File: config.mk
export PLATFORM = sky130hd
export DESIGN_NAME = tpcal_div
export DESIGN_NICKNAME = d
export VERILOG_FILES = /design/src/design/tpcal_pkg.sv /design/src/design/tpcal_div.sv
export SDC_FILE = /design/constraint.sdc
export NUM_CORES = 1
export LEC_CHECK = 0
export ABC_AREA = 1
export BUFFER_PORTS_ARGS = -buffer_cell sky130_fd_sc_hd__buf_2
export CORE_UTILIZATION = 55
export DETAILED_ROUTE_END_ITERATION = 10
export GPL_TIMING_DRIVEN = 0
export PLACE_DENSITY_LB_ADDON = 0.08
export SYNTH_ARGS = -nofsm -noshare
export SYNTH_HDL_FRONTEND = slang
export SYNTH_SLANG_ARGS = --single-unit
File: constraint.sdc
create_clock -name aclk -period 2.1 [get_ports aclk]
set_clock_uncertainty 0.1 [all_clocks]
set_input_delay 0.105 -clock aclk [delete_from_list [all_inputs] [get_ports aclk]]
set_output_delay 0.105 -clock aclk [all_outputs]
set_load 0.005 [all_outputs]
File: src/design/tpcal_pkg.sv
// ----------------------------------------------------------------------------
// tpcal_pkg
// Shared constants of the touch panel calibrate and map block.
// ----------------------------------------------------------------------------
package tpcal_pkg;

    localparam int RAW_W    = 16;
    localparam int SIZE_W   = 13;
    localparam int MARGIN_W = 11;
    localparam int TOL_W    = 12;
    localparam int PIX_W    = 12;
    localparam int CFG_W    = 16;
    localparam int CFG_IDX_W = 3;
    localparam int TAP_COUNT = 5;

    // signed working width for numerators (raw * scale fits in 31 bits)
    localparam int NUM_W = 32;
    localparam int DIV_W = 32;

    localparam logic [15:0] DEF_LEFT_RAW   = 16'd200;
    localparam logic [15:0] DEF_RIGHT_RAW  = 16'd3900;
    localparam logic [15:0] DEF_TOP_RAW    = 16'd200;
    localparam logic [15:0] DEF_BOTTOM_RAW = 16'd3900;

    localparam logic [2:0] CFG_SCREEN_W = 3'd0;
    localparam logic [2:0] CFG_SCREEN_H = 3'd1;
    localparam logic [2:0] CFG_MARGIN   = 3'd2;
    localparam logic [2:0] CFG_MIN_SPAN = 3'd3;
    localparam logic [2:0] CFG_CTR_TOL  = 3'd4;

    localparam logic [1:0] OP_MAP     = 2'd0;
    localparam logic [1:0] OP_STORE   = 2'd1;
    localparam logic [1:0] OP_CAL     = 2'd2;
    localparam logic [1:0] OP_RESTORE = 2'd3;

endpackage

File: src/design/tpcal_div.sv
// ----------------------------------------------------------------------------
// tpcal_div
// Bit-serial signed divider, truncating toward zero, one quotient bit a cycle.
// ----------------------------------------------------------------------------
module tpcal_div
    import tpcal_pkg::*;
(
    input  logic                    aclk,
    input  logic                    aresetn,
    input  logic                    start,
    input  logic signed [DIV_W-1:0] num,
    input  logic signed [DIV_W-1:0] den,
    output logic                    done,
    output logic signed [DIV_W-1:0] quo
);
    localparam int CNT_W = $clog2(DIV_W + 1);

    logic [DIV_W-1:0] q_reg, q_next;
    logic [DIV_W:0]   r_reg, r_next;
    logic [DIV_W-1:0] d_reg, d_next;
    logic             neg_reg, neg_next;
    logic             busy_reg, busy_next;
    logic [CNT_W-1:0] cnt_reg, cnt_next;
    logic             done_reg, done_next;
    logic [DIV_W:0]   trial;

    always_comb begin
        q_next = q_reg; r_next = r_reg; d_next = d_reg; neg_next = neg_reg;
        busy_next = busy_reg; cnt_next = cnt_reg; done_next = 1'b0;
        trial = {r_reg[DIV_W-1:0], q_reg[DIV_W-1]} - {1'b0, d_reg};
        if (start) begin
            q_next = num[DIV_W-1] ? DIV_W'(-num) : num;
            d_next = den[DIV_W-1] ? DIV_W'(-den) : den;
            neg_next = num[DIV_W-1] ^ den[DIV_W-1];
            r_next = '0;
            cnt_next = CNT_W'(DIV_W);
            busy_next = 1'b1;
        end else if (busy_reg) begin
            if (!trial[DIV_W]) begin
                r_next = trial;
                q_next = {q_reg[DIV_W-2:0], 1'b1};
            end else begin
                r_next = {r_reg[DIV_W-1:0], q_reg[DIV_W-1]};
                q_next = {q_reg[DIV_W-2:0], 1'b0};
            end
            cnt_next = cnt_reg - 1'b1;
            if (cnt_reg == CNT_W'(1)) begin
                busy_next = 1'b0;
                done_next = 1'b1;
            end
        end
    end

    always_ff @(posedge aclk) begin
        if (!aresetn) begin
            busy_reg <= 1'b0;
            done_reg <= 1'b0;
            cnt_reg  <= '0;
        end else begin
            busy_reg <= busy_next;
            done_reg <= done_next;
            cnt_reg  <= cnt_next;
        end
        q_reg <= q_next; r_reg <= r_next; d_reg <= d_next; neg_reg <= neg_next;
    end

    assign done = done_reg;
    assign quo  = neg_reg ? DIV_W'(-q_reg) : q_reg;
endmodule

* Yosys cells after proc, flatten, opt, wreduce, memory -nomap -nowiden *
Cells that the tools add are included.

cells by class
  reductions and logical operators = 3
  mux-type cells = 13
  eq/ne operators = 1
  add/subtract/negate cells = 5
  bitwise gates (word level) = 3

operators by type and width
  kind                                                                 number
  32-bit 2-to-1 mux                                                    5
  32-bit negation                                                      3
  33-bit by 32-bit subtractor with 33-bit output                       1
  31-bit 2-to-1 mux                                                    1
  6-bit 2-to-1 mux                                                     2
  6-bit by 1-bit == test with 1-bit output (second input constant)     1
  6-bit by 1-bit subtractor with 6-bit output (second input constant)  1
  1-bit 2-to-1 mux                                                     5
  3-bit OR reduction                                                   1
  1-bit inverter                                                       2
  2-bit nonzero test                                                   1
  2-bit OR reduction                                                   1
  1-bit bitwise XOR                                                    1

word-level totals
  bits of input ports = 67
  output and inout bits = 33
  register bits = 105

* Longest topological paths before layout *
Gate-level depths: netlist (run 1).

  depth in word-level cells = 4
  depth in mapped cells = 18
  mapped depth without buffers = 17

* Worst setup path after synthesis (run 1) *
Ideal clock, no wire load.

  path kind = register to register
  start = reg q_reg[31]
  end = reg q_reg[0], data pin
  path slack = -0.249 ns
  buffers on the path = 1
  stages on the path, launching flop included = 17
  clock period less this slack = 2.349 ns
  arrival time = 1.984 ns
  setup time = 0.265 ns
  required time = 1.735 ns
  cells stage by stage = edfxtp_1 inv_1 ha_1 fa_1 inv_1 nand2_1 nand2_1 nand3_1 nand2_1 nand2_1 nand2_2 nand2_4 nand2_4 nand2_2 nand2_4 buf_4 o21ai_1

between the ends
  longest elaborated chain between the ends = 4

RTL lines
  what                                            line             text
  start, declared                                 tpcal_div.sv:18  logic [DIV_W-1:0] q_reg, q_next;
  start signal, assigned                          tpcal_div.sv:64  q_reg <= q_next; r_reg <= r_next; d_reg <= d_next; neg_reg <= neg_next;
  33-bit by 32-bit subtractor with 33-bit output  tpcal_div.sv:30  trial = {r_reg[DIV_W-1:0], q_reg[DIV_W-1]} - {1'b0, d_reg};
  1-bit 2-to-1 mux                                tpcal_div.sv:39  if (!trial[DIV_W]) begin
  32-bit 2-to-1 mux                               tpcal_div.sv:38  end else if (busy_reg) begin
  32-bit 2-to-1 mux                               tpcal_div.sv:31  if (start) begin
  net q_next[0]                                   tpcal_div.sv:18

The timed path passes the listed nets, and every way through them passes these cells. The select of a mux whose other input is x is not followed.
A chain may end at the register's enable or synchronous reset.

* Worst setup path in the final report (run 1) *
  start = reg d_reg[0]
  end = reg r_reg[12]

between the ends
  longest elaborated chain between the ends = 2

RTL lines
  what                                            line             text
  start, declared                                 tpcal_div.sv:20  logic [DIV_W-1:0] d_reg, d_next;
  start signal, assigned                          tpcal_div.sv:64
  33-bit by 32-bit subtractor with 33-bit output  tpcal_div.sv:30
  32-bit 2-to-1 mux                               tpcal_div.sv:39
  end signal, assigned                            tpcal_div.sv:64
  end, declared                                   tpcal_div.sv:19  logic [DIV_W:0] r_reg, r_next;

No other way between the ends.

==> metrics, run 1 <==
Crit path top cell by count nand2_2; Synth area leaders edfxtp_1 (21%), nand2_1 (20%), inv_1 (11%); GP Congestion 0.970; 1st-iter DRT viols 585; Worst Path Class, Setup reg -> reg; GRT Total Usage 33.3%; FFs w/ async S/R, synth 0%; Slew Viols, Final 0; CP Capture Type flip-flop; Leakage Power 6.06 nW; failing checks hold timing, setup timing; FF+latch count, synth 105; area leader, netlist edfxtp_1; Cell variety after synth 44; Pwr Total 5.99 mW; # rows 46; die width 131 um; antenna violations before repair 0; RSZ-0062 raised after global routing true; post-route cell area 12000 um^2; EDFF count, synth 65; switch share 34.2%; Initial Utilization 56.9%; Syn Inst Count 1449; port bufs 98; Slowest cell on crit path edfxtp_1; drt pass-1 iters 5; largest net degree at the start of global routing 35; worst-path cell chain ha_4 > fa_2 > inv_2 > nand2_2 > nand2_2 > nand3_2 > nand2_2 > nand2_2 > nand2_4 > nand2_8 > nand2_8 > nand2_4 > nand2_8 > buf_12 > buf_16 > nand2_2 > nand3_2 > nand2_1; Buf/Inv on CP 3; crit share post-route 120%; Post-Synth Adder-Cell Area 5.28%; Seq/Total Area, Yosys 30.1%; P_int 3.94 mW; final HPWL from detailed placement 19800 um; Worst-path clk slew 0.08 ns; final core occ 74.4%; Gate power share 29.1%; TritonCTS Sinks 105; status complete, but fails checks; most frequent cells in the layout nand2_1 (432), inv_1 (266), nor2_1 (112), buf_2 (98), edfxtp_1 (65); CTS tree done; Yosys top cell area share 21.4%; final hold slack -0.000444 ns; Wirelength per Cell 15.2 um; Remaining DRCs 0; CTS Root Cell clkbuf_16; final setup vio count 58; dpl cells 1763; worst min-delay path category in -> reg; startpoint type of the worst setup path flip-flop; fraction of layout cells with a size suffix above 1 22.6%; Netlist Area Pre-Place 9140 um^2; maximum VDD drop 0.434 mV; YS warnings 0; Vias/cell 5.15; Power Density 501 nW/um^2; kind of cell adding the most delay to the critical path simple AND/OR/NAND/NOR gates; top_reg_cell synth edfxtp_1; fillcell total 1267; dpl cell area 9930 um^2; NetSw 2.05 mW; critical path required time 2.26 ns; Nets 1740; Core ar. 16100 um^2; n_diodes 0; first-pass GRT wire length 43200 um; Die Footprint 17100 um^2; final WL 28200 um; Worst-Margin Slew 0.846 ns; highest cell delay on the worst timing path 0.42 ns; Synth-to-Final Area Change 30.8%; Max FO, Critical Path 6; routed vias 9553; final worst slack -0.414 ns; largest family of logic cells by synthesized area simple AND/OR/NAND/NOR gates; Clk Latency, worst-skew pair 0.37 ns; min cycle time layout 2.51 ns; Max Cap Viol 0; clock buffer count from CTS 9; IO Count 100; Synth Area in Compound Gates 6.49%; XOR/XNOR Fraction of Synth Area 8.91%; final non-filler cell total 1856; commonest non-fill, non-tap cell in the layout nand2_1; Detail Route Antenna Nets 0; Flop pwr share 41.6%; Synth Area in Simple Gates 36.1%; mux contribution to synthesized area 0%; Hold Vio Cnt, Final 1; Placement Setup Slack -0.760 ns; max_slew headroom 43.6%; H-Tree Depth 3; vias in the first global route 9015; Die Y 131 um; CP Data Arrival Time 2.67 ns; post-synthesis net count 1554; total grt overflow 0; Mapped Avg Cell Area 6.31 um^2; clk buf depth 2; clock power share 29.3%; FMAX 398 MHz
## synthesized netlist by cell type, types with 4 or more instances
| cell | instances |
|---|---|
| nand4_1 | 15 |
| nand3_1 | 89 |
| a31oi_1 | 7 |
| clkbuf_1 | 21 |
| o21ai_1 | 9 |
| o21ai_0 | 55 |
| edfxtp_1 | 65 |
| or2_2 | 5 |
| and2_1 | 4 |
| nor4_1 | 4 |
| nor2_1 | 129 |
| nand2_1 | 495 |
| ha_1 | 37 |
| nand2_4 | 5 |
| nor3_1 | 24 |
| inv_1 | 272 |
| xnor2_1 | 36 |
| dfxtp_1 | 40 |
| inv_2 | 9 |
| a21oi_1 | 29 |
| xor2_1 | 57 |
| nand2_2 | 4 |
## stage by stage
stage | hold WS [ns] | setup TNS [ns]
floorplan | 0.104 | -2.18
global placement | 0.256 | -41.00
detailed placement | 0.254 | -44.04
CTS | 0.00199 | -15.63
global route | 0.00820 | -23.37
finish | -0.000444 | -17.00
## layer usage
layer	part of all wire [%]	track usage, %	vias up
li1	-	-	4838
met1	40	38.4	4288
met2	48	56.6	323
met3	5.3	5.21	104
met4	6.9	23.9	0
met5	0	0	-
## cell families (layout without fill, tap and decap cells)
| group | after synthesis | in the layout |
|---|---|---|
| AOI/OAI and AO/OA | 111 | 111 |
| buffers and inverters | 311 | 502 |
| xor gates and xnor gates | 93 | 93 |
| DFF | 105 | 105 |
| and+or+nand+nor | 791 | 791 |
| adders and majority gates | 38 | 38 |
## final cells by class
cell class | count | area [um^2] | share of cell area (%)
clock inverter | 6 | 58.8 | 0.492
timing repair inverter | 1 | 7.51 | 0.0628
tap | 216 | 270 | 2.26
clock buffer | 10 | 239 | 2.00
sequential | 105 | 2750 | 23.0
multi-input combinational | 1033 | 6110 | 51.1
buffer | 27 | 165 | 1.38
timing repair buffer | 175 | 1280 | 10.8
inverter | 283 | 1070 | 8.92
## power by group through the flow
| stage | combinational [mW] | sequential, mW | clock (mW) |
|---|---|---|---|
| after floorplan | 0.872 | 2.50 | 0 |
| after global placement | 1.34 | 2.53 | 0 |
| after detailed placement | 1.36 | 2.53 | 0 |
| after CTS | 1.60 | 2.49 | 1.75 |
| after global routing | 1.90 | 2.51 | 1.83 |
| final | 1.74 | 2.49 | 1.76 |
## timing repair
action,4_1_cts,5_1_grt
setup buffers,46,14
resized for setup,186,54
hold buffers,19,0
cloned,6,0
endpoints found under the hold margin,21,0
endpoints found under the setup margin,96,59
pin swaps,76,38
## path summary, 6_finish.rpt
| path | startpoint | end | slack, ns | cells past startpoint |
|---|---|---|---|---|
| worst max-delay path | d_reg[0] | r_reg[12] | -0.41 | 18 |
| worst min-delay path | den[16] | d_reg[16] | -0.0004 | 2 |
| worst max register to register | d_reg[0] | r_reg[12] | -0.41 | 18 |
| worst min register to register | r_reg[4] | r_reg[4] | 0.37 | 2 |
No activity file was read; power rests on OpenSTA's default activity.
==> run 2: changes to the inputs <==
--- a/config.mk
+++ b/config.mk
@@ -11,6 +11,7 @@
 export DETAILED_ROUTE_END_ITERATION = 10
 export GPL_TIMING_DRIVEN = 0
 export PLACE_DENSITY_LB_ADDON = 0.08
+export SKIP_CTS_REPAIR_TIMING = 1
 export SYNTH_ARGS = -nofsm -noshare
 export SYNTH_HDL_FRONTEND = slang
 export SYNTH_SLANG_ARGS = --single-unit
==> metrics, run 2 (synthesis gave the netlist of run 1 again) <==
status complete, but fails checks; failing checks hold timing, setup timing; Buf/Inv on CP 1 (-2); die width 131 um (unchanged); CP Data Arrival Time 2.38 ns (-0.29 ns); Max Cap Viol 0 (unchanged); Hold Vio Cnt, Final 3 (+2); IO Count 100 (unchanged); CP Capture Type output port; Remaining DRCs 0 (unchanged); Worst-path clk slew 0.08 ns (about the same); largest net degree at the start of global routing 35 (unchanged); n_diodes 0 (unchanged); hold path depth 3 (+1); final HPWL from detailed placement 19800 um (unchanged); final hold slack -0.0293 ns (-0.0289 ns); max_slew headroom 44.8% (+1.2 points); vias in the first global route 7911 (-12%); kind of cell adding the most delay to the critical path simple AND/OR/NAND/NOR gates; GRT Total Usage 29.4% (-3.9 points); crit share post-route 123% (+3.5 points); final worst slack -0.488 ns (-0.0739 ns); Vias/cell 5.06 (-1.8%); Max FO, Critical Path 4 (-2); min cycle time layout 2.59 ns (+0.0739 ns); final setup vio count 56 (-3.4%); Power Density 514 nW/um^2 (+2.6%); port bufs 98 (unchanged); Detail Route Antenna Nets 0 (unchanged); RSZ-0062 raised after global routing true; Initial Utilization 56.9% (unchanged); worst min-delay path category in -> reg; Leakage Power 5.77 nW (-4.8%); Die Y 131 um (unchanged); highest cell delay on the worst timing path 0.47 ns (+0.05 ns); critical path depth in cells 9 (-9); clock buffer count from CTS 9 (unchanged); fraction of layout cells with a size suffix above 1 16.8% (-5.8 points); GP Congestion 0.970 (unchanged); fillcell total 1422 (+12%); 1st-iter DRT viols 584 (-0.17%); final core occ 69.6% (-4.9 points); final WL 26200 um (-7.4%); first-pass GRT wire length 38000 um (-12%); Slew Viols, Final 0 (unchanged); Worst Path Class, Setup reg -> out; critical path required time 1.89 ns (-0.37 ns); Synth-to-Final Area Change 22.2%; FMAX 386 MHz (-2.9%); footprint of the multi-input gates 5650 um^2 (-7.5%); drt pass-1 iters 5 (unchanged); Slowest cell on crit path edfxtp_1; startpoint type of the worst setup path flip-flop; Clk Latency, worst-skew pair 0.36 ns (about the same); dpl cell area 9930 um^2 (unchanged); Pwr Total 5.75 mW (-4.1%); Reg2Reg Depth 15 (-3); Nets 1709 (-1.8%); register area 2750 um^2 (unchanged); Placement Setup Slack -0.760 ns (unchanged); total grt overflow 0 (unchanged); TritonCTS Sinks 105 (unchanged); antenna violations before repair 0 (unchanged); # rows 46 (unchanged); CTS Root Cell clkbuf_16; Wirelength per Cell 14.3 um (-5.8%); routed vias 9227 (-3.4%); H-Tree Depth 3 (unchanged); maximum VDD drop 0.439 mV (+1.1%); most frequent cells in the layout nand2_1 (464), inv_1 (266), nor2_1 (122), buf_2 (98), nand3_1 (73); Worst-Margin Slew 0.828 ns (-0.0184 ns); clk buf depth 2 (unchanged); Core ar. 16100 um^2 (unchanged); worst-path cell chain nor3_4 > nand2_2 > nor3_4 > nand2_2 > nor2_4 > nand2_4 > o21ai_2 > xor2_1 > buf_2; post-route cell area 11200 um^2 (-6.5%); Die Footprint 17100 um^2 (unchanged); commonest non-fill, non-tap cell in the layout nand2_1; CTS tree done
run 2: routing by layer:
| metal | wire length (um) | GRT usage [%] | vias to the layer above |
|---|---|---|---|
| met3 | 1330 | 4.28 | 55 |
| met5 | 0 | 0 | - |
| met4 | 1030 | 13.9 | 0 |
| li1 | - | - | 4785 |
| met1 | 11000 | 35.7 | 4109 |
| met2 | 12800 | 51.2 | 278 |
run 2: worst min-delay path, stage by stage:
cell     delay [ns]
buf_2          0.08
o21ai_0        0.07
nand2_1        0.07
run 2: layout make-up:
cell class                      count  area share [%]
Timing Repair inverter              1          0.0672
Clock inverter                      6           0.526
Timing Repair Buffer              143            8.60
Buffer                             27            1.50
Inverter                          283            9.54
Multi-Input combinational cell   1034            50.6
Clock buffer                       10            2.14
Sequential cell                   105            24.6
Tap cell                          216            2.42
run 2: stage by stage:
step	hold WS (ns)	setup TNS [ns]	std cells
2_1_floorplan	0.104	-2.18	1449
3_3_place_gp	0.256	-41.00	1763
3_5_place_dp	0.254	-44.04	1763
4_1_cts	-0.126	-36.58	1779
5_1_grt	0.00132	-25.31	1825
6_report	-0.0293	-19.41	1825
run 2: where the power goes:
part | switching, mW | internal [mW] | total [mW]
Clock | 0.857 | 0.868 | 1.72
Sequential | 0.119 | 2.38 | 2.50
Combinational | 0.936 | 0.589 | 1.52
run 2: path summary, 6_finish.rpt:
check	from	end	slack (ns)
worst max-delay path	q_reg[0]	quo[27]	-0.49
worst min-delay path	den[25]	d_reg[25]	-0.03
worst max register to register	d_reg[14]	r_reg[15]	-0.42
worst min register to register	r_reg[4]	r_reg[4]	0.37
==> run 3: changes to the inputs <==
--- a/config.mk
+++ b/config.mk
@@ -11,6 +11,7 @@
 export DETAILED_ROUTE_END_ITERATION = 10
 export GPL_TIMING_DRIVEN = 0
 export PLACE_DENSITY_LB_ADDON = 0.08
+export SETUP_SLACK_MARGIN = 0.2
 export SKIP_CTS_REPAIR_TIMING = 1
 export SYNTH_ARGS = -nofsm -noshare
 export SYNTH_HDL_FRONTEND = slang
==> metrics, run 3 (synthesis gave the netlist of run 1 again) <==
commonest non-fill, non-tap cell in the layout nand2_1; Initial Utilization 56.9% (unchanged); n_diodes 0 (unchanged); final non-filler cell total 1828 (+0.16%); CTS Root Cell clkbuf_16; Wirelength per Cell 14.5 um (+1.5%); crit path from q_reg[31]; Worst Path Class, Setup reg -> reg; Power Density 500 nW/um^2 (-2.8%); first-pass GRT wire length 38000 um (about the same); Leakage Power 5.91 nW (+2.5%); Slowest cell on crit path edfxtp_1; P_int 3.86 mW (+0.73%); Worst-path clk slew 0.07 ns (about the same); GP Congestion 0.947 (-2.4%); Crit path top cell by count nand2_2; maximum VDD drop 0.366 mV (-16%); Slew Viols, Final 0 (unchanged); most frequent cells in the layout nand2_1 (433), inv_1 (268), nor2_1 (117), buf_2 (97), edfxtp_1 (65); Die Y 131 um (unchanged); max_slew headroom 45.5% (+0.72 points); Setup crit end r_reg[2]; Remaining DRCs 0 (unchanged); IO Count 100 (unchanged); final hold slack -0.0191 ns (+0.0102 ns); H-Tree Depth 3 (unchanged); CP Data Arrival Time 2.73 ns (+0.35 ns); clock power share 30.1% (about the same); CTS tree done; Hold Vio Cnt, Final 5 (+2); Gate power share 26.6% (about the same); worst-path cell chain inv_2 > ha_4 > fa_2 > inv_2 > nand2_2 > nand2_2 > nand3_2 > nand2_2 > nand2_2 > nand2_2 > nand2_4 > buf_6 > nand3_4 > nand2_8 > clkbuf_16 > nand2_4 > nand3_2 > nand2_1; reg2reg start q_reg[31]; Placement Setup Slack -0.794 ns (-0.0340 ns); Worst-Margin Slew 0.817 ns (-0.0108 ns); R2R setup slack -0.43 ns (about the same); largest net degree at the start of global routing 35 (unchanged); final HPWL from detailed placement 19800 um (about the same); antenna violations before repair 0 (unchanged); kind of cell adding the most delay to the critical path simple AND/OR/NAND/NOR gates; final setup vio count 55 (-1.8%); Clk Latency, worst-skew pair 0.36 ns (about the same); reg2reg end r_reg[2]; switch share 32.8% (-0.40 points); critical path required time 2.30 ns (+0.41 ns); fillcell total 1365 (-4.0%); final WL 26600 um (+1.7%); startpoint type of the worst setup path flip-flop; port bufs 98 (unchanged); min cycle time layout 2.53 ns (-0.0585 ns); Max Cap Viol 0 (unchanged); clk buf depth 2 (unchanged); Max FO, Critical Path 7 (+3); met3 WL 1260 um (-5.4%); post-route cell area 11500 um^2 (+3.1%); dpl cell area 9930 um^2 (unchanged); die width 131 um (unchanged); Total Neg Setup Slack -18.59 ns (+0.822 ns); Core ar. 16100 um^2 (unchanged); RSZ-0062 raised after global routing true; crit share post-route 120% (-2.8 points); fraction of layout cells with a size suffix above 1 20.2% (+3.4 points); # rows 46 (unchanged); Buf/Inv on CP 4 (+3); clock buffer count from CTS 9 (unchanged); met2 wire len 13100 um (+2.7%); critical path depth in cells 18 (+9); vias in the first global route 7991 (+1.0%); total grt overflow 0 (unchanged); TritonCTS Sinks 105 (unchanged); Synth-to-Final Area Change 26.0%; Vias/cell 5.08 (+0.49%); status complete, but fails checks; worst min-delay path category in -> reg; final worst slack -0.430 ns (+0.0585 ns); Die Footprint 17100 um^2 (unchanged); Flop pwr share 43.3% (-0.2 points); routed vias 9287 (+0.65%); M1 wire length 11200 um (+2.0%); Reg2Reg Depth 18 (+3); GRT Total Usage 29.0% (-0.36 points); drt pass-1 iters 5 (unchanged); FMAX 395 MHz (+2.3%); highest cell delay on the worst timing path 0.37 ns (-0.10 ns); register area 2750 um^2 (unchanged); NetSw 1.89 mW (-1.1%); Detail Route Antenna Nets 0 (unchanged); dpl cells 1763 (unchanged); Nets 1712 (+0.18%); Max Used Layer met4; failing checks hold timing, setup timing; footprint of the multi-input gates 5930 um^2 (+5.0%); CP Capture Type flip-flop; 1st-iter DRT viols 568 (-2.7%)
[run 3: power by group through the flow]
stage	registers (mW)	clock network (mW)	logic, mW
2_1_floorplan	2.50	0	0.872
3_3_place_gp	2.53	0	1.34
3_5_place_dp	2.53	0	1.35
4_1_cts	2.48	1.76	1.36
5_1_grt	2.51	1.82	1.69
6_report	2.49	1.73	1.53
[run 3: metal layers]
metal  up-vias  track usage [%]
met3        62             4.36
met2       267             52.0
li1       4775                -
met1      4183             35.4
met5         -                0
met4         0             10.0
[run 3: worst reg2reg max path, delay by kind of cell, from the launching register on]
family / cells / cell delay, ns
simple gates: 12 / 1.01
fa+ha+maj: 2 / 0.53
buf+inv: 4 / 0.49
flops: 1 / 0.37
[run 3: layout make-up]
| type | count | area share, % |
|---|---|---|
| multi-input cells | 1033 | 51.5 |
| clock buffers | 11 | 2.21 |
| flip-flops and latches | 105 | 23.9 |
| inverters | 283 | 9.29 |
| repair buffers | 146 | 8.68 |
| repair inverters | 1 | 0.0652 |
| plain buffers | 28 | 1.63 |
| well taps | 216 | 2.35 |
| clock inverters | 5 | 0.369 |
[run 3: how the worst min path moves through the flow]
stage / slack, ns / startpoint / cells after the start / endpoint
global route: 0.002 / den[3] / 2 / d_reg[3]
finish: -0.02 / den[7] / 2 / d_reg[7]
detailed placement: 0.24 / den[0] / 1 / d_reg[0]
floorplan: 0.10 / den[0] / 0 / d_reg[0]
CTS: -0.13 / den[0] / 1 / d_reg[0]
global placement: 0.24 / den[0] / 1 / d_reg[0]
[run 3: stage by stage]
step | power [mW] | util, %
2_1_floorplan | 3.37 | -
3_3_place_gp | 3.87 | 61.8
3_5_place_dp | 3.88 | 61.8
4_1_cts | 5.61 | 63.7
5_1_grt | 6.03 | 71.7
6_report | 5.76 | 71.7
